File: src/design/sobel_edge_threshold_top_assert.svh
// Assertion macros shared by the sobel edge threshold RTL.
// No dependencies; included by modules that carry concurrent assertions.
`ifndef SOBEL_EDGE_THRESHOLD_TOP_ASSERT_SVH
`define SOBEL_EDGE_THRESHOLD_TOP_ASSERT_SVH

// cond must never be true outside reset
`define SOBEL_ET_NEVER(lbl, clk, rst, cond, msg) \
   lbl: assert property (@(posedge clk) disable iff (rst) !(cond)) \
      else $error(msg);

// ante in one cycle implies cons in the next
`define SOBEL_ET_NEXT(lbl, clk, rst, ante, cons, msg) \
   lbl: assert property (@(posedge clk) disable iff (rst) (ante) |=> (cons)) \
      else $error(msg);

`endif

File: src/design/sobel_et_pkg.sv
// Shared types and constants for the sobel edge threshold block.
// No dependencies.
package sobel_et_pkg;

   localparam int MAX_WIDTH    = 1024;
   localparam int HEIGHT_LIMIT = 1024;
   localparam int MIN_SIZE     = 3;

   localparam int PIX_W  = 8;
   localparam int SIZE_W = 11;
   localparam int THR_W  = 8;
   localparam int COL_W  = $clog2(MAX_WIDTH);
   localparam int ROW_W  = $clog2(HEIGHT_LIMIT);
   // compare width wide enough for sizes and counts alike
   localparam int CMP_W  = (COL_W + 1 > SIZE_W) ? COL_W + 1 : SIZE_W;

   localparam int QDEPTH = 4;
   localparam int QPTR_W = $clog2(QDEPTH);
   localparam int QCNT_W = $clog2(QDEPTH + 1);

   localparam logic [SIZE_W-1:0] WIDTH_RESET     = SIZE_W'(640);
   localparam logic [SIZE_W-1:0] HEIGHT_RESET    = SIZE_W'(480);
   localparam logic [THR_W-1:0]  THRESHOLD_RESET = THR_W'(110);
   localparam logic [PIX_W-1:0]  EDGE_ON         = PIX_W'(255);
   localparam logic [PIX_W-1:0]  EDGE_OFF        = PIX_W'(0);

   // CSR register indexes
   localparam int CSR_IDX_W = 2;
   localparam logic [CSR_IDX_W-1:0] CSR_IMAGE_WIDTH    = 2'd0;
   localparam logic [CSR_IDX_W-1:0] CSR_IMAGE_HEIGHT   = 2'd1;
   localparam logic [CSR_IDX_W-1:0] CSR_EDGE_THRESHOLD = 2'd2;

   // one column of the window plus what the back end needs to finish a pixel
   typedef struct packed {
      logic [PIX_W-1:0] top;
      logic [PIX_W-1:0] mid;
      logic [PIX_W-1:0] bot;
      logic             active;     // not in the two-row / two-column border
      logic             frame_end;
   } item_type;

   typedef struct packed {
      logic     valid;
      item_type item;
   } push_type;

   typedef struct packed {
      logic              nonempty;
      logic [QCNT_W-1:0] level;
   } fifo_stat_type;

endpackage

File: src/design/sobel_et_back.sv
// Back end: 3x3 window, Sobel gradients, L1 magnitude, threshold and output register.
// Depends on sobel_et_pkg.
module sobel_et_back (
   input  logic                              clock,
   input  logic                              reset,
   input  sobel_et_pkg::item_type            head,
   input  sobel_et_pkg::fifo_stat_type       fifo_stat,
   input  logic [sobel_et_pkg::THR_W-1:0]    edge_threshold,
   output logic                              pop,
   output logic                              rsp_valid,
   input  logic                              rsp_stall,
   output logic [sobel_et_pkg::PIX_W-1:0]    rsp_edge_pixel,
   output logic                              rsp_frame_end
);

   localparam int PW = sobel_et_pkg::PIX_W;
   localparam int SW = PW + 2;    // weighted column sum, up to 4*255
   localparam int DW = SW + 1;    // signed difference
   localparam int MW = SW + 1;    // |gx| + |gy|

   // win_ff[0..2]: column c-2 top/mid/bot, win_ff[3..5]: column c-1
   logic [PW-1:0]        win_ff [6];
   logic [PW-1:0]        win_in [6];

   logic [SW-1:0]        pos_x, neg_x, pos_y, neg_y;
   logic signed [DW-1:0] gx, gy;
   logic [SW-1:0]        abs_x, abs_y;
   logic [MW-1:0]        mag;
   logic [PW-1:0]        mag_clamped;
   logic                 is_edge;

   logic                 out_valid_ff, out_valid_in;
   logic [PW-1:0]        edge_ff;
   logic                 fend_ff;

   assign pop = fifo_stat.nonempty && (!out_valid_ff || !rsp_stall);

   always_comb begin
      pos_x = SW'(head.top) + {1'b0, head.mid, 1'b0} + SW'(head.bot);
      neg_x = SW'(win_ff[0]) + {1'b0, win_ff[1], 1'b0} + SW'(win_ff[2]);
      pos_y = SW'(win_ff[0]) + {1'b0, win_ff[3], 1'b0} + SW'(head.top);
      neg_y = SW'(win_ff[2]) + {1'b0, win_ff[5], 1'b0} + SW'(head.bot);
      gx    = signed'({1'b0, pos_x}) - signed'({1'b0, neg_x});
      gy    = signed'({1'b0, pos_y}) - signed'({1'b0, neg_y});
      abs_x = gx[DW-1] ? SW'(-gx) : SW'(gx);
      abs_y = gy[DW-1] ? SW'(-gy) : SW'(gy);
      mag   = MW'(abs_x) + MW'(abs_y);
      mag_clamped = (mag > MW'(sobel_et_pkg::EDGE_ON)) ? sobel_et_pkg::EDGE_ON : mag[PW-1:0];
      is_edge = head.active && (mag_clamped >= edge_threshold);
   end

   always_comb begin
      win_in[0] = win_ff[3];
      win_in[1] = win_ff[4];
      win_in[2] = win_ff[5];
      win_in[3] = head.top;
      win_in[4] = head.mid;
      win_in[5] = head.bot;
   end

   always_comb begin
      if (pop) begin
         out_valid_in = 1'b1;
      end else begin
         out_valid_in = out_valid_ff && rsp_stall;
      end
   end

   always_ff @(posedge clock) begin
      if (reset) begin
         out_valid_ff <= 1'b0;
         for (int i = 0; i < 6; i++) begin
            win_ff[i] <= '0;
         end
      end else begin
         out_valid_ff <= out_valid_in;
         if (pop) begin
            for (int i = 0; i < 6; i++) begin
               win_ff[i] <= win_in[i];
            end
         end
      end
   end

   always_ff @(posedge clock) begin
      if (pop) begin
         edge_ff <= is_edge ? sobel_et_pkg::EDGE_ON : sobel_et_pkg::EDGE_OFF;
         fend_ff <= head.frame_end;
      end
   end

   assign rsp_valid      = out_valid_ff;
   assign rsp_edge_pixel = edge_ff;
   assign rsp_frame_end  = fend_ff;

endmodule

File: config.mk
export PLATFORM = sky130hd
export DESIGN_NAME = sobel_et_back
export DESIGN_NICKNAME = d
export VERILOG_FILES = /design/src/design/sobel_edge_threshold_top_assert.svh /design/src/design/sobel_et_pkg.sv /design/src/design/sobel_et_back.sv
export SDC_FILE = /design/constraint.sdc
export NUM_CORES = 1
export LEC_CHECK = 0
export BUFFER_PORTS_ARGS = -buffer_cell sky130_fd_sc_hd__buf_4
export CAP_MARGIN = 10
export CORE_ASPECT_RATIO = 0.8
export CORE_MARGIN = 4
export CORE_UTILIZATION = 45
export CTS_CLUSTER_DIAMETER = 200
export CTS_CLUSTER_SIZE = 28
export DETAILED_ROUTE_END_ITERATION = 10
export PLACE_DENSITY = 0.74
export SLEW_MARGIN = 20
export SYNTH_ARGS = -nofsm -noshare
export SYNTH_HDL_FRONTEND = slang
export SYNTH_SLANG_ARGS = --single-unit
File: constraint.sdc
create_clock -name clock -period 6.6 [get_ports clock]
set_clock_uncertainty 0.1 [all_clocks]
set_input_delay 0.66 -clock clock [delete_from_list [all_inputs] [get_ports clock]]
set_output_delay 0.66 -clock clock [all_outputs]
set_load 0.01 [all_outputs]
=== Word-level counts from Yosys, hierarchy flattened ===
Memories as Yosys holds them, arrays and structs flattened.
Index checks and enable logic that the tools add are counted.

* Flip-flop bits (word level): 10
* Latch bits: 0
* RAM bits: 48
* ROM bits: 0
* Input port bits: 41
* Memories: 1

{| class="wikitable"
|+ Memories
! name !! words !! width !! read ports !! clocked after Yosys merged registers in !! wr ports !! RTL line !! RTL
|-
| win_ff || 6 || 8 || 6 || 0 || 6 || sobel_et_back.sv:22 || <nowiki>logic [PW-1:0] win_ff [6];</nowiki>
|}

* Add/subtract/negate cells: 13
* $mul: 0
* Div/mod/pow operators: 0
* Magnitude comparators: 2
* Eq/ne operators: 0
* Shift-type cells: 0
* Muxes and demuxes: 16
* Bitwise operators: 6
* Reduce and logical (&&, ||, !) cells: 6

{| class="wikitable"
|+ Operators with widths
! kind !! count
|-
| two-way mux 8 bit || 8
|-
| adder 10 x 8 -> 10 bit || 4
|-
| adder 8 x 9 -> 10 bit || 4
|-
| subtractor 10 x 10 -> 11 bit || 2
|-
| two-way mux 10 bit || 2
|-
| negation 10 bit || 2
|-
| adder 10 x 10 -> 11 bit || 1
|-
| > comparator 11 x 8 -> 1 bit (second input constant) || 1
|-
| >= comparator 8 bit || 1
|-
| two-way mux 1 bit || 6
|-
| bitwise OR 1 bit || 6
|-
| logical AND 1 bit || 3
|-
| zero test 1 bit || 2
|-
| logical OR 1 bit || 1
|}

=== Longest topological paths before layout ===
Gate-level depths: netlist of the first run.

* Depth after elaboration: 11
* Depth in mapped cells: 29
* Depth with buffers taken out: 28

=== Worst setup path after synthesis of the first run ===
OpenSTA, ideal clock, no wires.

* Path type: in2reg
* Start point: in head[9] (netlist bit)
* End point: reg edge_ff[6] (netlist: rsp_edge_pixel[6]) (data pin)
* Data arrival time: 6419 ps
* Data required time: 6238 ps
* Setup slack: -181 ps
* Stages: 27
* Buffers on the path: 1
* Path through: inv_1 > fa_1 > inv_1 > fa_1 > fa_1 > inv_1 > ha_1 > a2111oi_4 > o21ai_2 > a31o_1 > a21o_1 > buf_6 > mux2_1 > fa_1 > a21o_1 > a21oi_1 > o211ai_1 > a31oi_1 > mux2i_1 > nor2_1 > ha_1 > nand2b_1 > a21o_1 > a21oi_1 > nor2b_1 > o2111ai_1 > a21oi_1

* Cells in the longest elaborated chain, start to end: 10
* Elaborated cells between the ends (all ways): 14
* Those cells by class: 7 x add/sub; 2 x order compare; 4 x mux; 1 x reduce/logical

{| class="wikitable"
|+ RTL lines
! item !! RTL line !! RTL
|-
| start, declared || sobel_et_back.sv:6 || <nowiki>input sobel_et_pkg::item_type head,</nowiki>
|-
| adder 10 x 8 -> 10 bit, on equally long branches || sobel_et_back.sv:39, sobel_et_back.sv:42 ||
|-
| subtractor 10 x 10 -> 11 bit, on equally long branches || sobel_et_back.sv:43, sobel_et_back.sv:44 ||
|-
| negation 10 bit, on equally long branches || sobel_et_back.sv:45, sobel_et_back.sv:46 ||
|-
| two-way mux 10 bit, on equally long branches || sobel_et_back.sv:45, sobel_et_back.sv:46 ||
|-
| adder 10 x 10 -> 11 bit * || sobel_et_back.sv:47 || <nowiki>mag = MW'(abs_x) + MW'(abs_y);</nowiki>
|-
| > comparator 11 x 8 -> 1 bit || sobel_et_back.sv:48 || <nowiki>mag_clamped = (mag > MW'(sobel_et_pkg::EDGE_ON)) ? sobel_et_pkg::EDGE_ON : mag[PW-1:0];</nowiki>
|-
| two-way mux 8 bit * || sobel_et_back.sv:48 ||
|-
| >= comparator 8 bit * || sobel_et_back.sv:49 || <nowiki>is_edge = head.active && (mag_clamped >= edge_threshold);</nowiki>
|-
| logical AND 1 bit * || sobel_et_back.sv:49 ||
|-
| net is_edge || sobel_et_back.sv:30 || <nowiki>logic is_edge;</nowiki>
|-
| two-way mux 8 bit * || sobel_et_back.sv:87 || <nowiki>edge_ff <= is_edge ? sobel_et_pkg::EDGE_ON : sobel_et_pkg::EDGE_OFF;</nowiki>
|-
| end signal, assigned || sobel_et_back.sv:87 ||
|-
| end, declared || sobel_et_back.sv:33 || <nowiki>logic [PW-1:0] edge_ff;</nowiki>
|}

Mark *: on every way through the listed nets, which the timed path passes. The rest lies on a longest branch.
A chain may end at the register's enable or synchronous reset.

=== Worst setup path after layout of the first run ===
* Start point: in head[24] (netlist bit)
* End point: reg edge_ff[6] (netlist: rsp_edge_pixel[6]) (data pin)

* Cells in the longest elaborated chain, start to end: 11
* Elaborated cells between the ends (all ways): 15
* Those cells by class: 8 x add/sub; 2 x order compare; 4 x mux; 1 x reduce/logical

{| class="wikitable"
|+ RTL lines
! item !! RTL line !! RTL
|-
| adder 8 x 9 -> 10 bit || sobel_et_back.sv:39 || <nowiki>pos_x = SW'(head.top) + {1'b0, head.mid, 1'b0} + SW'(head.bot);</nowiki>
|-
| adder 10 x 8 -> 10 bit || sobel_et_back.sv:39 ||
|-
| subtractor 10 x 10 -> 11 bit || sobel_et_back.sv:43 || <nowiki>gx = signed'({1'b0, pos_x}) - signed'({1'b0, neg_x});</nowiki>
|-
| negation 10 bit || sobel_et_back.sv:45 || <nowiki>abs_x = gx[DW-1] ? SW'(-gx) : SW'(gx);</nowiki>
|-
| two-way mux 10 bit || sobel_et_back.sv:45 ||
|-
| adder 10 x 10 -> 11 bit * || sobel_et_back.sv:47 ||
|-
| > comparator 11 x 8 -> 1 bit || sobel_et_back.sv:48 ||
|-
| two-way mux 8 bit * || sobel_et_back.sv:48 ||
|-
| >= comparator 8 bit * || sobel_et_back.sv:49 ||
|-
| logical AND 1 bit * || sobel_et_back.sv:49 ||
|-
| net is_edge || sobel_et_back.sv:30 ||
|-
| two-way mux 8 bit * || sobel_et_back.sv:87 ||
|}

Marks and branches as above.

==> qor.yml, run 1 <==
outcome:
  status: "complete, but fails checks"
  failed_checks: "setup timing"
grt:
  grt_use_met1_pct: 20.4
  grt_pass1_vias: 4082
  use_met2_pct: 28.9
  grt_pass1_wl_microns: 18400
  grt.overflow.total: 0
  grt_max_degree: 49
  grtUsageMet3_pct: 2.77
  grt.busiest_layer: "met2"
  grtUsageTotal_pct: 15.8
  antenna_found_initial: 0
synthesis:
  syn_area_per_cell_sq_um: 10.1
  seq_area_frac_synth_pct: 27.6
  synth_flop_cell: "edfxtp_1"
  syn_inst: 547
  ys_types: 51
  synth_seq_cells: 51
  synth-async-reset-ratio_pct: 0
  yosysWarnings: 0
  synth_top_area_share_pct: 27.3
  yosys.area.top_type: "edfxtp_1"
  netlist_area_sq_um: 5510
  synth_edf_count: 50
  yosys-top-cells-area: "edfxtp_1, fa_1, inv_1"
  synth_nets: 695
layout:
  nNetsFinal: 799
  fillers: 976
  antenna_cells: 0
  area_growth_pct: 23.0
  drive_above_1_share_pct: 25.5
  final_cells: 800
floorplanning:
  num_rows: 35
  die_x_microns: 132
  die_area_sq_um: 14100
  die_y_microns: 107
  initial_utilization_pct: 46.9
  num_io_pins: 52
  core-area_sq_um: 11700
cts:
  clk-insertion-delay-late_ps: 290
  hold_buffers: 0
  cts_tree: "built"
  cts_made_buffers: 5
  h-tree-depth: 2
  root_buffer: "clkbuf_16"
  clock_sinks: 51
  cts.path.max_buffers: 2
  clkSlewWorstSetupHoldPaths_ps: 70
timing:
  finalMaxSlewViolations: 0
  rsz0062_at_grt: "yes"
  setup_viol_count_final: 1
  period_share_pct: 100
  worstMarginPinSlew_ps: 662
  finalHoldViolations: 0
  period_minus_slack_ps: 6630
  finalWorstSetupSlack_ps: -28.3
  max_slew_margin_pct: 55.9
  max_freq_mhz: 151
  fin_hold_ws_ps: 421
worst_hold_path:
  hp-start: "win_ff[4][6]$_SDFFCE_PN0P_"
  hp-class: "reg2reg"
  hold_depth: 1
routing:
  vias: 3838
  wl_per_cell_microns: 13.2
  vias_per_cell: 4.80
  dr.first_iter.drc_count: 108
  drc: 0
  routed_wl_microns: 10500
  ant_nets: 0
  firstDrtPassIters: 5
worst_setup_path:
  worstSetupPathType: "in2reg"
  start_kind: "primary input"
  worstRegToRegCells: 27
  required_ps: 6530
  critPathArrivalTime_ps: 6560
  end_kind: "flip-flop"
  critical_path_peak_fanout: 8
  reg2reg_from: "win_ff[3][5]$_SDFFCE_PN0P_"
  startpoint: "head[24]"
placement:
  placed_cells: 790
  portBuffers: 48
  place_congestion: 0.821
  hpwl_microns: 8890
flow_run:
  maxCapViolations: 0
[cells by family (layout without fill, tap and decap cells)]
logic type | Yosys count | after routing | share of synthesized area [%]
AO/OA/AOI/OAI | 66 | 66 | 8.75
AND/OR/NAND/NOR | 122 | 122 | 12.9
XOR/XNOR | 33 | 33 | 5.25
adder cells (fa/ha/maj) | 107 | 107 | 32.9
flip-flops | 51 | 51 | 27.6
multiplexers | 3 | 3 | 0.591
buffers and inverters | 165 | 270 | 12.0
[layout make-up]
class / instances / area [sq um] / share of cell area, %
clock buffer: 5 / 125 / 1.85
clock inverter: 3 / 42.5 / 0.628
inverter: 151 / 572 / 8.44
multi-input combinational: 331 / 3480 / 51.4
sequential: 51 / 1520 / 22.5
tap: 148 / 185 / 2.73
timing repair buffer: 111 / 845 / 12.5
[synthesized netlist by cell type (3+ instances only)]
library cell,n
xor2_1,16
o21a_1,3
nor2_1,26
xnor2_1,17
buf_4,7
fa_1,63
o2111ai_1,3
and3_1,3
clkbuf_1,5
a21oi_1,17
nor3_1,5
o21ai_0,7
a211oi_1,3
a31oi_1,6
inv_1,151
ha_1,44
a21o_1,7
nor2b_1,5
edfxtp_1,50
o211ai_1,4
and2_1,48
nand2b_1,11
nand2_1,10
[per-stage QoR]
stage	area (sq um)	setup TNS (ps)	setup slack, ps	utilization, %
6_report	6770	-28.3	-28.3	57.7
5_1_grt	6770	-381	-381	57.7
4_1_cts	6640	0	17.7	56.5
3_5_place_dp	6440	-410	-410	54.9
3_3_place_gp	6440	-330	-330	54.9
2_1_floorplan	5530	0	13.3	-
[critical path, cell delays in order]
cell and delay (ps):
buf_6 80, inv_4 30, fa_1 530, inv_2 50, fa_1 540, inv_2 40
fa_1 520, inv_2 50, ha_4 160, a2111oi_4 360, o21ai_2 100, a31o_1 220
a21o_1 220, mux2_4 340, fa_2 390, a21o_1 200, a21oi_2 150, o211ai_1 130
a31oi_1 250, mux2i_2 390, nor2_1 100, ha_1 290, nand2b_1 140, a21o_1 160
a21oi_2 110, nor2b_1 70, o2111ai_2 200, a21oi_2 80
[flip-flops by register name, summed over array words and instances (netlist names)]
name / flops
rsp_valid: 1
rsp_edge_pixel: 1
rsp_frame_end: 1
win_ff: 48
[worst paths after layout]
path	slack [ps]	end
worst max register to register	0	rsp_edge_pixel[6]$_DFFE_PP_
worst min register to register	420	win_ff[1][6]$_SDFFCE_PN0P_
worst max-delay path	-30	rsp_edge_pixel[6]$_DFFE_PP_
worst min-delay path	420	win_ff[1][6]$_SDFFCE_PN0P_
[metal layers]
layer	vias up	part of all wire, %	wire (microns)
met5	-	0	0
li1	1922	-	-
met3	9	3.2	334
met1	1853	45	4770
met2	54	51	5350
met4	0	0.74	78
[timing repair]
action	4_1_cts	5_1_grt
buffers inserted	0	2
endpoints found under the setup margin	1	1
pin swaps	3	40
gates resized for setup	4	36
[cell usage in the layout, fill, tap and decap left out, types with 14 or more instances in the layout]
master,count
ha_1,34
xor2_1,16
edfxtp_1,50
buf_4,108
xnor2_1,17
and2_1,48
fa_1,62
nor2_1,26
inv_1,137
a21oi_1,14
Power of run 1 is not shown: default switching activity piles up to over one toggle a cycle in this logic, so the estimate is an artifact.
==> run 2: changes to the inputs <==
- SETUP_SLACK_MARGIN: default -> 0.05
==> qor.yml, run 2 (same netlist as run 1, synthesis figures left out) <==
timing:
  fin_hold_ws_ps: 422  # +0.833 ps
  setup_viol_count_final: 1  # unchanged
  finalHoldViolations: 0  # unchanged
  worstMarginPinSlew_ps: 663  # +1.35 ps
  period_share_pct: 100  # about the same
  finalMaxSlewViolations: 0  # unchanged
  finalWorstSetupSlack_ps: -21.8  # +6.54 ps
  max_slew_margin_pct: 55.8  # -0.090 points
  period_minus_slack_ps: 6620  # -6.54 ps
  max_freq_mhz: 151  # about the same
  rsz0062_at_grt: "yes"
routing:
  ant_nets: 0  # unchanged
  drc: 0  # unchanged
  wl_per_cell_microns: 13.6  # +3.3%
  routed_wl_microns: 10900  # +3.5%
  vias: 3902  # +1.7%
  vias_per_cell: 4.87  # +1.5%
  firstDrtPassIters: 4  # -1
  dr.first_iter.drc_count: 192  # +78%
placement:
  place_congestion: 0.853  # +3.9%
  dp_slack_ps: -433  # -22.9 ps
  portBuffers: 48  # unchanged
  hpwl_microns: 8790  # -1.2%
worst_setup_path:
  end_kind: "flip-flop"
  worstSetupPathType: "in2reg"
  required_ps: 6530  # about the same
  start_kind: "primary input"
  critical_path_peak_fanout: 8  # unchanged
  critPathArrivalTime_ps: 6550  # about the same
grt:
  grt_pass1_vias: 4057  # -0.61%
  grt_max_degree: 49  # unchanged
  grtUsageTotal_pct: 15.9  # +0.050 points
  grt_pass1_wl_microns: 18500  # +0.90%
  antenna_found_initial: 0  # unchanged
  grt.overflow.total: 0  # unchanged
flow_run:
  maxCapViolations: 0  # unchanged
floorplanning:
  core-area_sq_um: 11700  # unchanged
  num_rows: 35  # unchanged
  die_y_microns: 107  # unchanged
  die_x_microns: 132  # unchanged
  num_io_pins: 52  # unchanged
  die_area_sq_um: 14100  # unchanged
  initial_utilization_pct: 46.9  # unchanged
cts:
  cts_tree: "built"
  hold_buffers: 0  # unchanged
  clk-insertion-delay-late_ps: 290  # about the same
  root_buffer: "clkbuf_16"
  clock_sinks: 51  # unchanged
  cts_made_buffers: 5  # unchanged
  cts.path.max_buffers: 2  # unchanged
  h-tree-depth: 2  # unchanged
  clkSlewWorstSetupHoldPaths_ps: 60  # about the same
outcome:
  status: "complete, but fails checks"
  failed_checks: "setup timing"
layout:
  final_common_cell: "inv_1"
  layout_common_cells: "inv_1, buf_4, fa_1"
  area_growth_pct: 22.7
  top_register: "win_ff"
  fillers: 989  # +1.3%
  largest_reg_flops: 48  # unchanged
  antenna_cells: 0  # unchanged
  drive_above_1_share_pct: 25.0  # -0.50 points
  multiInputGateArea_sq_um: 3470  # -0.43%
  nNetsFinal: 801  # +0.25%
  seqCellArea_sq_um: 1520  # unchanged
worst_hold_path:
  hp-class: "reg2reg"
==> run 2: cell type report <==
| cell class | instances | area share [%] |
|---|---|---|
| sequential | 51 | 22.5 |
| timing repair buffer | 113 | 12.6 |
| clock inverter | 1 | 0.445 |
| tap | 148 | 2.74 |
| multi-input combinational | 331 | 51.3 |
| inverter | 151 | 8.43 |
| clock buffer | 6 | 1.91 |
==> run 2: through the flow <==
stage                     util, %  setup TNS [ps]  instances  cell area (sq um)
after detailed placement     54.9            -433        790               6440
after global routing         57.6            -248        801               6760
after global placement       54.9            -291        790               6440
after CTS                    56.4           -60.1        798               6620
final                        57.6           -21.8        801               6760
after floorplan                 -               0        547               5530
==> run 2: final timing paths <==
check / depth (start not counted) / slack, ps / from / end
setup / recovery: 28 / -20 / head[24] / rsp_edge_pixel[6]$_DFFE_PP_
hold / removal: 1 / 420 / win_ff[4][4]$_SDFFCE_PN0P_ / win_ff[1][4]$_SDFFCE_PN0P_
setup reg to reg: 27 / 10 / win_ff[3][5]$_SDFFCE_PN0P_ / rsp_edge_pixel[6]$_DFFE_PP_
hold reg to reg: 1 / 420 / win_ff[4][4]$_SDFFCE_PN0P_ / win_ff[1][4]$_SDFFCE_PN0P_
==> run 2: per-layer routing <==
metal / track usage, % / up-vias / share of wire [%]
met5: 0 / - / 0
li1: - / 1923 / -
met2: 28.4 / 80 / 50
met3: 2.86 / 8 / 4.2
met1: 20.8 / 1891 / 45
met4: 2.40 / 0 / 0.66
==> run 2: worst max-delay path: stages <==
cell and delay (ps):
buf_6 80, inv_4 30, fa_1 520, inv_2 50, fa_1 570, inv_2 50
fa_2 530, inv_2 40, ha_4 160, a2111oi_4 310, o21ai_2 120, a31o_1 220
a21o_1 230, mux2_4 340, fa_2 390, a21o_1 200, a21oi_2 180, o211ai_1 170
a31oi_4 220, mux2i_4 320, nor2_1 80, ha_1 290, nand2b_4 130, a21o_1 150
a21oi_2 110, nor2b_1 50, o2111ai_1 230, a21oi_2 90
==> run 2: timing repair <==
item | in CTS | in global routing
buffers inserted | 1 | 3
pin swaps | 3 | 28
setup endpoints to repair | 1 | 1
gates resized for setup | 2 | 33
Power of run 2 is left out for the same reason.
