==> src/design/sobel_edge_threshold_top_assert.svh <==
// Assertion macros shared by the sobel edge threshold RTL.
// No dependencies; included by modules that carry concurrent assertions.
`ifndef SOBEL_EDGE_THRESHOLD_TOP_ASSERT_SVH
`define SOBEL_EDGE_THRESHOLD_TOP_ASSERT_SVH

// cond must never be true outside reset
`define SOBEL_ET_NEVER(lbl, clk, rst, cond, msg) \
   lbl: assert property (@(posedge clk) disable iff (rst) !(cond)) \
      else $error(msg);

// ante in one cycle implies cons in the next
`define SOBEL_ET_NEXT(lbl, clk, rst, ante, cons, msg) \
   lbl: assert property (@(posedge clk) disable iff (rst) (ante) |=> (cons)) \
      else $error(msg);

`endif

==> src/design/sobel_et_pkg.sv <==
// Shared types and constants for the sobel edge threshold block.
// No dependencies.
package sobel_et_pkg;

   localparam int MAX_WIDTH    = 1024;
   localparam int HEIGHT_LIMIT = 1024;
   localparam int MIN_SIZE     = 3;

   localparam int PIX_W  = 8;
   localparam int SIZE_W = 11;
   localparam int THR_W  = 8;
   localparam int COL_W  = $clog2(MAX_WIDTH);
   localparam int ROW_W  = $clog2(HEIGHT_LIMIT);
   // compare width wide enough for sizes and counts alike
   localparam int CMP_W  = (COL_W + 1 > SIZE_W) ? COL_W + 1 : SIZE_W;

   localparam int QDEPTH = 4;
   localparam int QPTR_W = $clog2(QDEPTH);
   localparam int QCNT_W = $clog2(QDEPTH + 1);

   localparam logic [SIZE_W-1:0] WIDTH_RESET     = SIZE_W'(640);
   localparam logic [SIZE_W-1:0] HEIGHT_RESET    = SIZE_W'(480);
   localparam logic [THR_W-1:0]  THRESHOLD_RESET = THR_W'(110);
   localparam logic [PIX_W-1:0]  EDGE_ON         = PIX_W'(255);
   localparam logic [PIX_W-1:0]  EDGE_OFF        = PIX_W'(0);

   // CSR register indexes
   localparam int CSR_IDX_W = 2;
   localparam logic [CSR_IDX_W-1:0] CSR_IMAGE_WIDTH    = 2'd0;
   localparam logic [CSR_IDX_W-1:0] CSR_IMAGE_HEIGHT   = 2'd1;
   localparam logic [CSR_IDX_W-1:0] CSR_EDGE_THRESHOLD = 2'd2;

   // one column of the window plus what the back end needs to finish a pixel
   typedef struct packed {
      logic [PIX_W-1:0] top;
      logic [PIX_W-1:0] mid;
      logic [PIX_W-1:0] bot;
      logic             active;     // not in the two-row / two-column border
      logic             frame_end;
   } item_type;

   typedef struct packed {
      logic     valid;
      item_type item;
   } push_type;

   typedef struct packed {
      logic              nonempty;
      logic [QCNT_W-1:0] level;
   } fifo_stat_type;

endpackage

==> src/design/sobel_et_fifo.sv <==
// Short queue of window columns between the front and back ends.
// Depends on sobel_et_pkg and sobel_edge_threshold_top_assert.svh.
`include "sobel_edge_threshold_top_assert.svh"

module sobel_et_fifo (
   input  logic                        clock,
   input  logic                        reset,
   input  sobel_et_pkg::push_type      push,
   input  logic                        pop,
   output sobel_et_pkg::item_type      head,
   output sobel_et_pkg::fifo_stat_type fifo_stat
);

   sobel_et_pkg::item_type              mem_ff [sobel_et_pkg::QDEPTH];
   logic [sobel_et_pkg::QPTR_W-1:0]     wr_ptr_ff, wr_ptr_in;
   logic [sobel_et_pkg::QPTR_W-1:0]     rd_ptr_ff, rd_ptr_in;
   logic [sobel_et_pkg::QCNT_W-1:0]     count_ff, count_in;

   always_comb begin
      wr_ptr_in = push.valid ? wr_ptr_ff + sobel_et_pkg::QPTR_W'(1) : wr_ptr_ff;
      rd_ptr_in = pop ? rd_ptr_ff + sobel_et_pkg::QPTR_W'(1) : rd_ptr_ff;
      count_in  = count_ff;
      if (push.valid && !pop) begin
         count_in = count_ff + sobel_et_pkg::QCNT_W'(1);
      end else if (!push.valid && pop) begin
         count_in = count_ff - sobel_et_pkg::QCNT_W'(1);
      end
   end

   always_ff @(posedge clock) begin
      if (reset) begin
         wr_ptr_ff <= '0;
         rd_ptr_ff <= '0;
         count_ff  <= '0;
      end else begin
         wr_ptr_ff <= wr_ptr_in;
         rd_ptr_ff <= rd_ptr_in;
         count_ff  <= count_in;
      end
   end

   always_ff @(posedge clock) begin
      if (push.valid) begin
         mem_ff[wr_ptr_ff] <= push.item;
      end
   end

   assign head               = mem_ff[rd_ptr_ff];
   assign fifo_stat.nonempty = count_ff != '0;
   assign fifo_stat.level    = count_ff;

   `SOBEL_ET_NEVER(ast_no_overflow, clock, reset,
      push.valid && !pop && count_ff == sobel_et_pkg::QCNT_W'(sobel_et_pkg::QDEPTH),
      "queue written while full")
   `SOBEL_ET_NEVER(ast_no_underflow, clock, reset, pop && count_ff == '0,
      "queue read while empty")
   `SOBEL_ET_NEXT(ast_fill_step, clock, reset, push.valid && !pop,
      count_ff == $past(count_ff) + sobel_et_pkg::QCNT_W'(1),
      "queue level did not follow a lone write")

endmodule

==> config.mk <==
export PLATFORM = sky130hd
export DESIGN_NAME = sobel_et_fifo
export DESIGN_NICKNAME = d
export VERILOG_FILES = /design/src/design/sobel_et_pkg.sv /design/src/design/sobel_et_fifo.sv
export VERILOG_INCLUDE_DIRS = /design/src /design/src/design
export SDC_FILE = /design/constraint.sdc
export NUM_CORES = 1
export LEC_CHECK = 0
export ABC_CLOCK_PERIOD_IN_PS = 2050
export BUFFER_PORTS_ARGS = -buffer_cell sky130_fd_sc_hd__buf_2
export CAP_MARGIN = 40
export CORE_MARGIN = 3
export CORE_UTILIZATION = 56
export CTS_CLUSTER_SIZE = 8
export DETAILED_ROUTE_END_ITERATION = 16
export GPL_TIMING_DRIVEN = 0
export HOLD_SLACK_MARGIN = 0.1
export PLACE_DENSITY_LB_ADDON = 0.05
export SYNTH_ARGS = -nofsm -noshare
export SYNTH_HDL_FRONTEND = slang
export SYNTH_SLANG_ARGS = --single-unit
export TNS_END_PERCENT = 5
==> constraint.sdc <==
create_clock -name clock -period 2.05 [get_ports clock]
set_input_delay 0.1025 -clock clock [delete_from_list [all_inputs] [get_ports clock]]
set_output_delay 0.1025 -clock clock [all_outputs]
set_load 0.03 [all_outputs]
Yosys cells after proc, flatten, opt, wreduce, memory -nomap -nowiden
Memories as Yosys holds them, arrays and structs flattened. A register that Yosys moved wholly into a read port is not among the register bits.
Index checks and enable logic that the tools add are counted.
{ "classes": {"n_reduce_logical": 6, "n_addsub": 4, "mux": 6} }
{ "op_table": {"columns": ["cell", "count"], "rows": [
  ["$mux W3", 2],
  ["$add A2 B1 Y2 const B", 2],
  ["$mux W2", 2],
  ["$add A3 B1 Y3 const B", 1],
  ["$reduce_bool A3 Y1", 1],
  ["$sub A3 B1 Y3 const B", 1],
  ["$logic_and A1 B1 Y1", 2],
  ["$logic_not A1 Y1", 2],
  ["$mux W1", 2],
  ["$reduce_bool A2 Y1", 1]
]} }
{ "totals": {"reg_bits": 7, "n_memories": 1, "mem_bits_rw": 104, "output_inout_bits": 30, "in_bits": 30} }
{ "mem_list": {"columns": ["name", "depth", "word_bits", "read_ports", "rd_clocked_by_memory_dff", "wr", "line", "rtl"], "rows": [
  ["mem_ff", 4, 26, 1, 1, 1, "sobel_et_fifo.sv:14", "sobel_et_pkg::item_type mem_ff [sobel_et_pkg::QDEPTH];"]
]} }

Longest topological paths before layout
Gate-level depths: netlist of run 1.
{ "logic_depth": {"word_depth": 4, "mapped_depth": 7, "depth_no_buf": 7} }

Worst setup path after synthesis of run 1
OpenSTA, ideal clock, no wires.
{ "synth_path": {"path_type": "reg2reg", "start": "reg wr_ptr_ff[0] (netlist bit)", "end": "mem mem_ff[2][0] (netlist bit), enable pin", "t_arrival_ns": 1.197, "n_path_buf": 0, "setup_slack_ns": 0.467, "path_stages_with_launch": 4, "required_time_ns": 1.665, "cell_sequence": "dfxtp_1 -> inv_1 -> ha_1 -> and2_1"} }
{ "synth_rtl": {"columns": ["element", "line", "rtl"], "rows": [
  ["start, declared", "sobel_et_fifo.sv:15", "logic [sobel_et_pkg::QPTR_W-1:0] wr_ptr_ff, wr_ptr_in;"],
  ["start signal, assigned", "sobel_et_fifo.sv:36", "wr_ptr_ff <= wr_ptr_in;"],
  ["end, declared", "sobel_et_fifo.sv:14", null]
]} }
Straight into the memory's write port.

==> results by group, run 1 <==
Run status
  – Status: finished, final reports clean

Cells and area
  – # diodes: 0
  – Most common cell after layout, fill and taps aside: edfxtp_1
  – Share of layout cells above drive strength 1: 38.94%
  – Synth-to-layout area growth: 34.04%
  – Post-route cell area: 5657 µm²
  – Most frequent cells in the layout: 104 x edfxtp_1, 58 x buf_2, 30 x dlygate4sd3_1, 20 x mux4_2, 16 x clkbuf_16
  – Fillers: 414
  – Nets: 326

Global routing
  – Initial antenna violation count: 0
  – Vias in the first global route: 2343
  – GRT Total Usage: 19.52%
  – Overflow after GRT: 0
  – Largest net degree at the start of global routing: 18
  – Wire length of the first global-routing pass: 12.05 mm

Route
  – DRT antenna net count: 0
  – Routed length per placed instance: 18.89 µm
  – DR vias: 2122
  – DRC viols: 0
  – Final wirelength: 7.594 mm
  – Vias/cell: 5.279
  – Initial DRT Pass Iterations: 4
  – Initial DRC count: 172

Timing
  – Slew @ Worst Pin: 648.9 ps
  – F_max: 505.4 MHz
  – Clk_skew: 4.522 ps
  – Worst hold slack: 349.0 ps
  – Final hold vios: 0
  – Final setup fails: 0
  – Worst slew margin: 56.74%
  – Final Critical Period: 1979 ps
  – RSZ-0062 raised after global routing: yes
  – Tcrit/Tclk final: 96.52%
  – Max Slew Vio Count: 0

Power
  – VDD IR max: 0.7706 mV
  – Leak: 2.040 nW
  – Clock Power Share: 46.0%
  – Switch share: 22.76%
  – P_int: 4.928 mW
  – P_sw: 1.452 mW
  – Power after layout: 6.380 mW
  – Reg power frac: 42.1%
  – Logic pwr share: 11.8%
  – PD cells: 1128 nW/µm²

Place
  – Placer Congestion: 0.6635
  – Placement Cell Area: 4745 µm²
  – Detailed Place HPWL: 4.741 mm
  – I/O Buffers: 58

Die
  – Core Region: 7292 µm²
  – Initial Util: 57.88%
  – FP Rows: 31
  – Horiz. Die Dim: 92.81 µm
  – Num ports: 60
  – Die ar.: 8614 µm²
  – Die height: 92.81 µm

Synth
  – Yosys reg bits: 113
  – Synth Warn #: 0
  – Mapped Nets: 215
  – EDFF count, synth: 104
  – Seq/Total Area, Yosys: 78.27%
  – Mean post-synth cell area: 23.58 µm²
  – Synth Instances: 179
  – Yosys cell types: 21
  – Synth Cell Area: 4220 µm²
  – Post-synth top flop: edfxtp_1
  – Asr flop ratio synth: 0%

Worst setup path
  – Crit path arrival time: 1880 ps
  – Setup CP Type: register to output pin
  – Crit path max fanout: 10
  – CP startpoint kind: register
  – Crit. End Element: output pin
  – CP required: 1950 ps

Flow run
  – Max-cap violations: 0

Clock network
  – H-tree levels: 4
  – CTS tree: done
  – CTS max path bufs: 2
  – Clock Latency Late Sink: 500 ps
  – Register clock-pin slew on the reported worst setup and hold paths: 50 ps
  – CTS Buf Count: 17
  – Clock Sinks: 113
  – Clock root buffer: clkbuf_8
  – Post-CTS Setup Inserts: 0

Min path
  – Worst Hold Class: input port to register
==> per-layer routing <==
| layer | vias up | global-route usage [%] | share of wire, % |
|---|---|---|---|
| met5 | - | 0 | 0 |
| met4 | 0 | 7.814 | 1.4 |
| met3 | 11 | 6.742 | 5.0 |
| met2 | 67 | 33.11 | 54 |
| met1 | 1080 | 22.83 | 39 |
| li1 | 964 | - | - |
==> cells in the mapped netlist (all sizes together), types with 2 or more instances <==
cell type / instances / area share, %
clkbuf: 2 / 0.21
mux2i: 2 / 0.47
ha: 5 / 1.5
xnor2: 2 / 0.42
or3: 2 / 0.30
inv: 4 / 0.36
and2: 4 / 0.59
mux4: 26 / 14
nor2: 7 / 0.62
edfxtp: 104 / 74
dfxtp: 9 / 4.3
xor2: 3 / 0.62
buf: 5 / 1.5
==> cell type report <==
cell class / instances / area [µm²] / share of cell area (%)
buffer: 7 / 75.07 / 1.327
clock buffer: 18 / 417.9 / 7.388
clock inverter: 14 / 188.9 / 3.340
inverter: 4 / 15.01 / 0.2654
multi-input combinational: 55 / 832.0 / 14.71
sequential: 113 / 3303 / 58.39
tap: 99 / 123.9 / 2.190
timing repair buffer: 92 / 700.7 / 12.39
==> kinds of logic after synthesis <==
logic type      Yosys count  synth area share (%)
fa+ha+maj                 6                 1.957
compound gates            2                0.2370
xor+xnor                  5                 1.038
buf+inv                  11                 2.016
mux                      28                 14.88
simple gates             14                 1.601
flops                   113                 78.27
==> metrics by stage <==
| stage | std cells | setup slack [ps] | util [%] | TNS (ps) |
|---|---|---|---|---|
| after CTS | 402 | 23.04 | 77.51 | 0 |
| after global routing | 402 | -4.746 | 77.57 | -4.746 |
| after floorplan | 179 | 467.5 | - | 0 |
| final | 402 | 71.30 | 77.57 | 0 |
| after global placement | 336 | 90.94 | 63.56 | 0 |
| after detailed placement | 340 | 321.2 | 65.07 | 0 |
==> power groups by stage <==
stage / sequential (mW) / combinational (mW) / clock, mW
after detailed placement: 2.73 / 0.712 / 0
after floorplan: 2.74 / 0.463 / 0
after global placement: 2.72 / 0.656 / 0
final: 2.69 / 0.754 / 2.94
after global routing: 2.70 / 0.801 / 3.12
after CTS: 2.69 / 0.764 / 2.98
==> registers in the layout, summed over array words and instances (netlist names), named ones only <==
register,flops
mem_ff,104
wr_ptr_ff,2
rd_ptr_ff,2
count_ff,3
==> path summary, 6_finish.rpt <==
| check | depth (start not counted) | slack (ps) | end | startpoint |
|---|---|---|---|---|
| hold / removal | 2 | 350 | mem_ff[3][0]$_DFFE_PP_ | push[0] |
| setup reg to reg | 4 | 350 | mem_ff[2][10]$_DFFE_PP_ | wr_ptr_ff[0]$_SDFFE_PP0P_ |
| hold reg to reg | 2 | 510 | count_ff[2]$_SDFFE_PP0P_ | count_ff[2]$_SDFFE_PP0P_ |
| setup / recovery | 4 | 70 | head[14] | register |
==> worst max-delay path, stage by stage, from the launching register on <==
cell and delay (ps):
dfxtp_1 320, buf_6 160, buf_12 160, mux4_2 530
buf_2 200
==> what timing repair did <==
action                                 in CTS  in global routing
gates resized for setup                     0                  2
setup endpoints to repair                   0                  5
hold buffers                               30                  0
endpoints found under the hold margin     113                  0
(Power assumes the default switching activity.)
==> run 2, diff against run 1 <==
--- a/config.mk
+++ b/config.mk
@@ -7,7 +7,7 @@
 export NUM_CORES = 1
 export LEC_CHECK = 0
 export ABC_CLOCK_PERIOD_IN_PS = 2050
-export BUFFER_PORTS_ARGS = -buffer_cell sky130_fd_sc_hd__buf_2
+export BUFFER_PORTS_ARGS = -buffer_cell sky130_fd_sc_hd__buf_4
 export CAP_MARGIN = 40
 export CORE_MARGIN = 3
 export CORE_UTILIZATION = 56
==> run 2 against run 1 <==
Count of clock-buffer cells in the layout rose by 8. Combinational power rose by 10%. Via count rose by 1.8%. Non-clock buffer count rose by 1. Critical endpoint is now head[9]. Critical path depth did not move. Sequential cell count did not move. Highest routed layer unchanged. Core utilization rose by 1.8 points. Total power fell by 2.1%. Sequential power barely moved. Largest cell class unchanged. Final cell count rose by 0.25%. Critical path type unchanged. Register-to-register slack got worse by 40 ps.
==> results by group, run 2 (synthesis results as in run 1) <==
Route
  – Initial DRC count: 125 (-27%)
  – Final wirelength: 7.770 mm (+2.3%)
  – DR vias: 2161 (+1.8%)
  – Routed length per placed instance: 19.28 µm (+2.1%)
  – Vias/cell: 5.362 (+1.6%)
  – DRT antenna net count: 0 (unchanged)
  – Initial DRT Pass Iterations: 4 (unchanged)
  – DRC viols: 0 (unchanged)

Timing
  – Fin Setup TNS: 0 ps (unchanged)
  – Worst slew margin: 51.78% (-5.0 points)
  – Final Critical Period: 1957 ps (-21.48 ps)
  – Final hold vios: 0 (unchanged)
  – F_max: 510.9 MHz (+1.1%)
  – Clk_skew: 8.367 ps (+3.845 ps)
  – RSZ-0062 raised after global routing: no
  – Slew @ Worst Pin: 723.3 ps (+74.44 ps)
  – Final setup fails: 0 (unchanged)
  – Tcrit/Tclk final: 95.47% (-1.0 points)
  – Max Slew Vio Count: 0 (unchanged)

Cells and area
  – Fillers: 399 (-3.6%)
  – Share of layout cells above drive strength 1: 38.49% (-0.46 points)
  – # diodes: 0 (unchanged)
  – Largest regs: mem_ff (104), count_ff (3)
  – Largest register FFs: 104 (unchanged)
  – Nets: 327 (+0.31%)
  – Top reg by flops: mem_ff
  – Synth-to-layout area growth: 37.15%
  – Most common cell after layout, fill and taps aside: edfxtp_1
  – Most frequent cells in the layout: 104 x edfxtp_1, 58 x buf_4, 31 x dlygate4sd3_1, 20 x mux4_2, 19 x clkbuf_16
  – Post-Layout Cell Count: 403 (+0.25%)

Place
  – Placer Congestion: 0.6619 (-0.24%)
  – I/O Buffers: 58 (unchanged)
  – Detailed Place HPWL: 4.826 mm (+1.8%)
  – DP Cell Count: 340 (unchanged)

Clock network
  – Clock Sinks: 113 (unchanged)
  – Register clock-pin slew on the reported worst setup and hold paths: 50 ps (about the same)
  – H-tree levels: 4 (unchanged)
  – Clock root buffer: clkbuf_8
  – Clock Latency Late Sink: 500 ps (about the same)
  – CTS tree: done
  – CTS Buf Count: 17 (unchanged)
  – CTS max path bufs: 2 (unchanged)
  – Post-CTS Setup Inserts: 0 (unchanged)

Power
  – Power after layout: 6.249 mW (-2.1%)
  – Logic pwr share: 13.3% (+1.5 points)
  – VDD IR max: 0.6503 mV (-16%)
  – Reg power frac: 43.0% (+0.9 points)
  – Switch share: 22.74% (about the same)
  – PD cells: 1080 nW/µm² (-4.3%)
  – Clock Power Share: 43.7% (-2.3 points)
  – Leak: 2.094 nW (+2.6%)
  – P_int: 4.828 mW (-2.0%)
  – P_sw: 1.421 mW (-2.1%)

Min path
  – Worst Hold Class: input port to register

Worst setup path
  – Crit. End Element: output pin
  – CP required: 1950 ps (about the same)
  – CP startpoint kind: register
  – Setup CP Type: register to output pin
  – Crit path arrival time: 1850 ps (-30 ps)
  – Crit path max fanout: 10 (unchanged)

Global routing
  – Largest net degree at the start of global routing: 17 (-1)
  – Vias in the first global route: 2440 (+4.1%)
  – Overflow after GRT: 0 (unchanged)
  – GRT Total Usage: 20.40% (+0.88 points)
  – Wire length of the first global-routing pass: 12.41 mm (+3.0%)
  – Initial antenna violation count: 0 (unchanged)

Die
  – Die ar.: 8614 µm² (unchanged)
  – Num ports: 60 (unchanged)
  – Die height: 92.81 µm (unchanged)
  – Core Region: 7292 µm² (unchanged)
  – Initial Util: 57.88% (unchanged)
  – Horiz. Die Dim: 92.81 µm (unchanged)
  – FP Rows: 31 (unchanged)

Flow run
  – Max-cap violations: 0 (unchanged)

Run status
  – Status: finished, final reports clean
## run 2: cell count changes in the layout (fill, tap and decap cells not counted)
cell,previous run,this run
clkinvlp_4,5,3
clkinv_1,1,0
clkbuf_16,16,19
inv_6,1,0
buf_2,58,0
bufinv_16,4,0
clkbuf_1,2,4
dlygate4sd3_1,30,31
clkbuf_8,1,4
buf_4,0,58
## run 2: path summary, 6_finish.rpt
path	slack, ps	endpoint	cells after the start	from
max	90	head[9]	4	register
min	350	mem_ff[1][22]$_DFFE_PP_	2	push[22]
max reg2reg	310	mem_ff[3][12]$_DFFE_PP_	3	wr_ptr_ff[0]$_SDFFE_PP0P_
min reg2reg	520	count_ff[2]$_SDFFE_PP0P_	2	count_ff[2]$_SDFFE_PP0P_
## run 2: repair_timing
item,4_1_cts,5_1_grt
endpoints found under the setup margin,0,11
hold endpoints to repair,113,0
hold buffers,31,0
resized for setup,0,2
## run 2: layout make-up
cell class | count | area, µm² | area share, %
sequential | 113 | 3303 | 57.07
timing repair buffer | 93 | 855.8 | 14.79
multi-input combinational | 55 | 832.0 | 14.38
clock buffer | 26 | 541.8 | 9.360
tap | 99 | 123.9 | 2.140
buffer | 7 | 75.07 | 1.297
clock inverter | 6 | 41.29 | 0.7134
inverter | 4 | 15.01 | 0.2594
## run 2: power by group through the flow
stage / logic [mW] / registers, mW / clock network (mW)
2_1_floorplan: 0.463 / 2.74 / 0
3_3_place_gp: 0.730 / 2.72 / 0
3_5_place_dp: 0.785 / 2.73 / 0
4_1_cts: 0.840 / 2.69 / 2.77
5_1_grt: 0.882 / 2.70 / 2.90
6_report: 0.831 / 2.69 / 2.73
## run 2: routing by layer
| metal | GRT usage [%] | part of all wire (%) |
|---|---|---|
| met1 | 24.14 | 38 |
| met2 | 34.19 | 54 |
| met3 | 6.580 | 6.0 |
| met4 | 9.158 | 1.4 |
| met5 | 0 | 0 |
## run 2: through the flow
| step | area (µm²) | hold slack [ps] | setup WS, ps | utilization (%) |
|---|---|---|---|---|
| after floorplan | 4220 | 201.4 | 467.5 | - |
| after global placement | 4780 | 300.2 | 79.05 | 65.55 |
| after detailed placement | 4890 | 305.3 | 308.0 | 67.06 |
| after CTS | 5783 | 319.5 | 20.14 | 79.31 |
| after global routing | 5788 | 335.5 | 23.46 | 79.38 |
| final | 5788 | 345.9 | 92.78 | 79.38 |
## run 2: critical path: stages, from the launching register on
cell     delay (ps)
dfxtp_1         320
buf_6           160
buf_12          160
mux4_2          520
buf_4           190
==> run 3, diff against run 2 <==
--- a/config.mk
+++ b/config.mk
@@ -6,11 +6,11 @@
 export SDC_FILE = /design/constraint.sdc
 export NUM_CORES = 1
 export LEC_CHECK = 0
-export ABC_CLOCK_PERIOD_IN_PS = 2050
+export ABC_CLOCK_PERIOD_IN_PS = 2400
 export BUFFER_PORTS_ARGS = -buffer_cell sky130_fd_sc_hd__buf_4
 export CAP_MARGIN = 40
 export CORE_MARGIN = 3
-export CORE_UTILIZATION = 56
+export CORE_UTILIZATION = 60
 export CTS_CLUSTER_SIZE = 8
 export DETAILED_ROUTE_END_ITERATION = 16
 export GPL_TIMING_DRIVEN = 0
==> constraint.sdc (replaced) <==
create_clock -name clock -period 2.4 [get_ports clock]
set_input_delay 0.12 -clock clock [delete_from_list [all_inputs] [get_ports clock]]
set_output_delay 0.12 -clock clock [all_outputs]
set_load 0.03 [all_outputs]
==> run 3 against run 2 <==
Non-clock buffer count fell by 1. Critical path depth unchanged. Hold slack better by 18 ps. Sequential cell count did not move. Via count increased by 3.4%. Global-route usage up 4.4 points. Clock power is 4% lower. Core utilization increased by 8.9 points. Largest cell class unchanged.
==> results by group, run 3 (synthesis results as in run 1) <==
Run status
  – Status: finished, final reports clean

Power
  – Power after layout: 5.650 mW (-9.6%)
  – Leak: 2.097 nW (+0.16%)
  – PD cells: 974.6 nW/µm² (-9.7%)
  – VDD IR max: 0.6549 mV (+0.71%)

Cells and area
  – Nets: 326 (-0.31%)
  – Multi-input logic area: 832.0 µm² (unchanged)
  – Synth-to-layout area growth: 37.36%
  – Post-route cell area: 5797 µm² (+0.15%)
  – Largest register FFs: 104 (unchanged)
  – Post-Layout Cell Count: 396 (-1.7%)
  – Most common cell after layout, fill and taps aside: edfxtp_1
  – Top reg by flops: mem_ff
  – Most frequent cells in the layout: 104 x edfxtp_1, 58 x buf_4, 30 x dlygate4sd3_1, 20 x mux4_2, 16 x clkbuf_16
  – Share of layout cells above drive strength 1: 37.62% (-0.86 points)
  – Final core utilization: 88.26% (+8.9 points)
  – Fillers: 234 (-41%)
  – # diodes: 0 (unchanged)
  – Register area: 3303 µm² (unchanged)
  – Largest regs: mem_ff (104), count_ff (3)

Clock network
  – CTS max path bufs: 2 (unchanged)
  – Clock root buffer: clkbuf_8
  – CTS tree: done
  – CTS Buf Count: 17 (unchanged)
  – Post-cts resize count: 0 (unchanged)
  – Clock Sinks: 113 (unchanged)
  – H-tree levels: 4 (unchanged)
  – Register clock-pin slew on the reported worst setup and hold paths: 50 ps (about the same)
  – Clock Latency Late Sink: 500 ps (about the same)

Die
  – Initial Util: 64.26% (+6.4 points)
  – Horiz. Die Dim: 89.87 µm (-3.2%)
  – Core Region: 6568 µm² (-9.9%)
  – FP Rows: 29 (-6.5%)
  – Die ar.: 8076 µm² (-6.2%)
  – Die height: 89.87 µm (-3.2%)
  – Num ports: 60 (unchanged)

Timing
  – Tcrit/Tclk final: 84.32%
  – Worst hold slack: 364.2 ps (+18.30 ps)
  – Final Critical Period: 2024 ps
  – F_max: 494.1 MHz
  – RSZ-0062 raised after global routing: no
  – Max Slew Vio Count: 0 (unchanged)
  – Fin Setup TNS: 0 ps (unchanged)
  – Final setup fails: 0 (unchanged)
  – Slew @ Worst Pin: 760.7 ps (+37.41 ps)
  – Final WS setup: 376.3 ps (+283.5 ps)
  – Worst slew margin: 49.29% (-2.5 points)
  – Final hold vios: 0 (unchanged)
  – Clk_skew: 6.304 ps (-2.063 ps)

Place
  – Placement Cell Area: 4882 µm² (-0.15%)
  – Placer Congestion: 0.7062 (+6.7%)
  – Detailed Place HPWL: 4.794 mm (-0.66%)
  – DP Cell Count: 334 (-1.8%)
  – I/O Buffers: 58 (unchanged)
  – Place WS: 637.7 ps (+329.7 ps)

Route
  – Vias/cell: 5.644 (+5.3%)
  – Initial DRT Pass Iterations: 4 (unchanged)
  – DRT antenna net count: 0 (unchanged)
  – Routed length per placed instance: 23.14 µm (+20%)
  – DRC viols: 0 (unchanged)
  – Final wirelength: 9.164 mm (+18%)
  – DR vias: 2235 (+3.4%)
  – Initial DRC count: 170 (+36%)

Global routing
  – Largest net degree at the start of global routing: 17 (unchanged)
  – Vias in the first global route: 2421 (-0.78%)
  – Wire length of the first global-routing pass: 14.43 mm (+16%)
  – Overflow after GRT: 0 (unchanged)
  – GRT Total Usage: 24.80% (+4.4 points)
  – Initial antenna violation count: 0 (unchanged)

Worst setup path
  – CP startpoint kind: register
  – CP required: 2280 ps (+330 ps)
  – Crit. End Element: output pin
  – Setup CP Type: register to output pin
  – Crit path arrival time: 1900 ps (+50 ps)
  – Crit path max fanout: 10 (unchanged)

Min path
  – Worst Hold Class: input port to register

Flow run
  – Max-cap violations: 0 (unchanged)
==> run 3: cell types whose count changed in the layout (fill, tap and decap cells not counted) <==
| cell | before | now |
|---|---|---|
| clkbuf_4 | 2 | 0 |
| buf_2 | 0 | 2 |
| clkinv_2 | 2 | 1 |
| dlygate4sd3_1 | 31 | 30 |
| clkinv_1 | 0 | 3 |
| clkinv_4 | 1 | 0 |
| clkbuf_8 | 4 | 1 |
| bufinv_16 | 0 | 5 |
| clkbuf_16 | 19 | 16 |
==> run 3: worst paths after layout <==
check / start / to / slack, ps / cells after the start
max: register / head[4] / 380 / 4
min: push[24] / mem_ff[3][24]$_DFFE_PP_ / 360 / 2
max reg2reg: wr_ptr_ff[0]$_SDFFE_PP0P_ / mem_ff[0][8]$_DFFE_PP_ / 650 / 4
min reg2reg: wr_ptr_ff[1]$_SDFFE_PP0P_ / wr_ptr_ff[1]$_SDFFE_PP0P_ / 580 / 2
==> run 3: critical path, stage by stage (launching register included) <==
cell and delay (ps):
dfxtp_1 310, clkbuf_2 220, buf_2 300, mux4_2 370, buf_4 190
==> run 3: what timing repair did <==
action,in CTS,in global routing
buffers inserted,0,0
endpoints found under the hold margin,113,0
hold buffers,30,0
==> run 3: layer usage <==
metal | track usage (%) | part of all wire, %
met5 | 0 | 0
met4 | 10.46 | 2.0
met3 | 6.845 | 5.9
met2 | 43.48 | 56
met1 | 28.95 | 37
==> run 3: final cells by class <==
class | instances | area share (%)
Sequential cell | 113 | 56.98
Buffer | 7 | 1.209
Tap cell | 93 | 2.007
Clock inverter | 12 | 3.259
Inverter | 4 | 0.2590
Multi-Input combinational cell | 55 | 14.35
Clock buffer | 20 | 7.339
Timing Repair Buffer | 92 | 14.59
==> run 3: power breakdown <==
group	internal, mW	switching (mW)	total, mW
clock	1.77	0.836	2.61
sequential	2.26	0.0440	2.31
combinational	0.331	0.403	0.734
total	4.37	1.28	5.65
